### src/rtl/qapc_pkg.sv
package qapc_pkg;

    // default sizes
    localparam int MAX_N_DEF       = 32;
    localparam int WEIGHT_BITS_DEF = 16;

    // fixed field widths
    localparam int IDX_FIELD_W = 5;
    localparam int SIZE_W      = 6;
    localparam int DELTA_W     = 40;
    localparam int COST_W      = 42;

    localparam logic [COST_W-1:0] COST_MAX  = {COST_W{1'b1}};
    localparam logic [COST_W-1:0] DELTA_MAX = {{(COST_W-39){1'b0}}, {39{1'b1}}};

    // operation codes
    localparam logic [2:0] MODE_WR_FLOW = 3'd0;
    localparam logic [2:0] MODE_WR_DIST = 3'd1;
    localparam logic [2:0] MODE_CLEAR   = 3'd2;
    localparam logic [2:0] MODE_ADD     = 3'd3;
    localparam logic [2:0] MODE_REMOVE  = 3'd4;
    localparam logic [2:0] MODE_EVAL    = 3'd5;

    // status codes
    localparam logic [1:0] STAT_OK      = 2'd0;
    localparam logic [1:0] STAT_TAKEN   = 2'd1;
    localparam logic [1:0] STAT_FULL    = 2'd2;
    localparam logic [1:0] STAT_NOTDONE = 2'd3;

    typedef enum logic [3:0] {
        ST_IDLE  = 4'b0001,
        ST_INC   = 4'b0010,
        ST_EVAL  = 4'b0100,
        ST_DRAIN = 4'b1000
    } state_t;

    // kind of work in the product pipeline
    typedef enum logic [2:0] {
        K_SELF,
        K_CA,
        K_CB,
        K_LOC,
        K_PI,
        K_EV
    } kind_t;

endpackage

### src/rtl/qapc_place_mem.sv
module qapc_place_mem #(
    parameter int MAX_N = qapc_pkg::MAX_N_DEF,
    localparam int IW   = $clog2(MAX_N)
) (
    input  logic          clk,
    input  logic          we,
    input  logic [IW-1:0] waddr,
    input  logic [IW-1:0] wdata,
    input  logic [IW-1:0] raddr,
    output logic [IW-1:0] rdata
);

    logic [IW-1:0] place_mem [MAX_N];

    // facility to location, registered read
    always_ff @(posedge clk)
    begin
        if (we)
        begin
            place_mem[waddr] <= wdata;
        end
        rdata <= place_mem[raddr];
    end

endmodule

### config.mk
export PLATFORM = sky130hd
export DESIGN_NAME = qapc_place_mem
export DESIGN_NICKNAME = d
export VERILOG_FILES = /design/src/rtl/qapc_pkg.sv /design/src/rtl/qapc_place_mem.sv
export SDC_FILE = /design/constraint.sdc
export NUM_CORES = 1
export LEC_CHECK = 0
export BUFFER_PORTS_ARGS = -buffer_cell sky130_fd_sc_hd__buf_2
export CAP_MARGIN = 20
export CORE_AREA = 2 2 105 107
export CTS_CLUSTER_DIAMETER = 150
export CTS_CLUSTER_SIZE = 40
export DETAILED_ROUTE_END_ITERATION = 8
export DIE_AREA = 0 0 107 109
export GPL_ROUTABILITY_DRIVEN = 0
export PLACE_DENSITY = 0.86
export SYNTH_ARGS = -nofsm -noshare
export SYNTH_HDL_FRONTEND = slang
export SYNTH_SLANG_ARGS = --single-unit
### constraint.sdc
create_clock -name clk -period 2.6 [get_ports clk]
set_input_delay 0.26 -clock clk [delete_from_list [all_inputs] [get_ports clk]]
set_output_delay 0.26 -clock clk [all_outputs]
set_load 0.02 [all_outputs]
==> run_results.csv <==
group,metric,value,unit
status,status,"complete, no violations",
route,drtIter0Drc,357,
cts,htreeDepth,4,
synth,syn_nets,294,
cts,clk_pin_slew,0.07,ns
power_and_ir_drop,max-vdd-ir-drop,436,uV
critical_path,cp_common_cell,"mux4_2",
layout,final-instance-count-excl-fill,460,
synth,syn_inst,277,
timing,period_minus_slack,1.82,ns
synth,synth-seq-cells,165,
critical_path,crit_path_max_fanout,1,
critical_path,r2r-end,"rdata[3]",
synth,avgSynthCellArea,22.9,um2
synth,ys_seq_area_frac,0.773,
critical_path,path_cells,"mux4_2 -> mux4_2 -> mux2_2",
layout,nFillCells,587,
grt,grt_pass1_wl,20.2,mm
grt,use_met2,0.427,
route,wirelength,13.4,mm
route,drc,0,
layout,design_area,7210,um2
grt,grtUsageMet1,0.332,
cts,clock_latency,0.53,ns
synth,yosysWarnings,0,
cts,cts_tree,"done",
min_path,worstHoldStart,"raddr[3]",
timing,final.period_utilization,0.700,
synth,syn-cell-area,6340,um2
critical_path,critPathLaunchType,"flop",
min_path,whs_endpoint,"rdata[2]",
placement,place_inst,428,
floorplan,start_util,0.598,
critical_path,r2r_slack,0.78,ns
layout,antenna_cells,0,
min_path,hp-class,"input pin to flop",
critical_path,r2r_start,"place_mem[21][3]",
timing,whs,0.130,ns
timing,finalHoldViolCount,0,
cts,clock-root-buffer,"clkbuf_8",
critical_path,worstSetupPathType,"flop to flop",
timing,fmax,549,MHz
power_and_ir_drop,cellPowerDensity,798,nW/um2
placement,dpl.hpwl,7.66,mm
layout,layout-drive-gt1-share,0.353,
power_and_ir_drop,power_leakage,2.26,nW
timing,relSlewSlack,0.577,
grt,grt_pass1_vias,3162,
floorplan,fp.dieW,107,um
timing,finalClockSkew,0.00819,ns
grt,antenna_found_initial,0,
route,first_pass_iters,5,
grt,gr-usage-all-layers,0.256,
critical_path,cpPeakStageDelay,0.53,ns
grt,use_met3,0.0681,
timing,final_max_slew_viol_count,0,
placement,pre_cts_ws,0.428,ns
grt,grt_max_degree,41,
timing,setup_viol,0,
layout,utilization,0.680,
grt,gr-total-overflow,0,
critical_path,arrival,2.24,ns
layout,layout.nets,324,
floorplan,die_area,11700,um2
floorplan,core_area,10600,um2
layout,syn_to_final_growth,13.7,%
route,vias,3046,
critical_path,worst-r2r-cell-count,3,
grt,grt_most_used_layer,"met2",
timing,worstMarginPinSlew,0.634,ns
critical_path,cp_slowest_cell,"mux4_2",
critical_path,cp.required,3.02,ns
route,ant_nets,0,
cts,cts_resized,0,
route,wl_per_cell,29.1,um
floorplan,dieHeight,109,um
cts,cts-hold-fix-buffers,0,
timing,fin_tns_setup,0,ns
cts,cts_setup_buffers,0,
placement,port_buffers,21,
synth,synth_cell_types,13,
layout,seq_area,4900,um2
route,routed_via_density,6.62,
min_path,hold_depth,2,
floorplan,io_pins,22,
layout,multi_input_area,1390,um2
cts,max-clock-path-buffers,2,
cts,cts-buffers-inserted,17,
power_and_ir_drop,finalPower,5.76,mW
critical_path,end_kind,"flop",
placement,post_dp_cell_area,6620,um2
job,cap_violations,0,
cts,clock_sinks,165,
floorplan,num_rows,38,
timing,rsz0062_at_grt,"false",
timing,setup_slack,0.779,ns
[worst max path at each step]
stage	slack, ns	startpoint	cells after the start	to
6_report	0.78	place_mem[21][3]	3	rdata[3]
5_1_grt	0.75	place_mem[22][3]	3	rdata[3]
4_1_cts	0.78	place_mem[22][3]	3	rdata[3]
3_5_place_dp	0.43	raddr[0]	5	rdata[4]
3_3_place_gp	0.44	raddr[0]	5	rdata[4]
2_1_floorplan	0.58	raddr[0]	5	rdata[0]
[layer usage]
| layer | part of all wire | wire, um | up-vias |
|---|---|---|---|
| li1 | - | - | 1225 |
| met1 | 0.37 | 4930 | 1582 |
| met3 | 0.086 | 1160 | 27 |
| met4 | 0.020 | 267 | 0 |
| met2 | 0.53 | 7050 | 212 |
| met5 | 0 | 0 | - |
[placed cells by master (no fill, tap or decap), drive strengths merged]
cell type    n
buf         23
bufinv       2
clkbuf      20
clkinv       3
clkinvlp     3
dfxtp        5
edfxtp     160
inv          4
mux2         5
mux4        50
nand2        1
nand3        2
nand3b       5
nor2        33
or3          1
or3b         3
[cells in the mapped netlist (all sizes together)]
cell type	count	area (um2)
edfxtp	160	4800
mux4	50	1130
nor2	33	124
clkbuf	7	26.3
buf	5	23.8
dfxtp	5	100
mux2	5	56.3
nand3b	5	37.5
or3b	3	26.3
nand3	2	10.0
nand2	1	3.75
or3	1	6.26
[layout make-up]
class,instances,area share
timing repair buffer,23,0.0201
sequential,165,0.680
clock inverter,12,0.0199
clock buffer,20,0.0631
tap,140,0.0243
multi-input combinational,100,0.193
[critical path: cells and delay by family (launching register included)]
| kind | cells | cell delay (ns) |
|---|---|---|
| mux | 3 | 1.31 |
| flops | 1 | 0.40 |
[registers in the layout, indices dropped and copies added (netlist names)]
register,count
place_mem,160
rdata,5
[cell families (layout without fill, tap and decap cells)]
logic type / count (synthesis) / after routing / synth area share
flops: 165 / 165 / 0.773
mux: 55 / 55 / 0.186
simple gates: 45 / 45 / 0.0327
buf+inv: 12 / 55 / 0.00789
[report_power, final]
group | internal (mW) | total (mW) | switching (mW) | leakage [nW]
Combinational | 0.124 | 0.295 | 0.171 | 0.492
Clock | 1.46 | 2.49 | 1.03 | 0.285
Sequential | 2.96 | 2.97 | 0.0146 | 1.48
No activity file was read; power rests on OpenSTA's default activity.
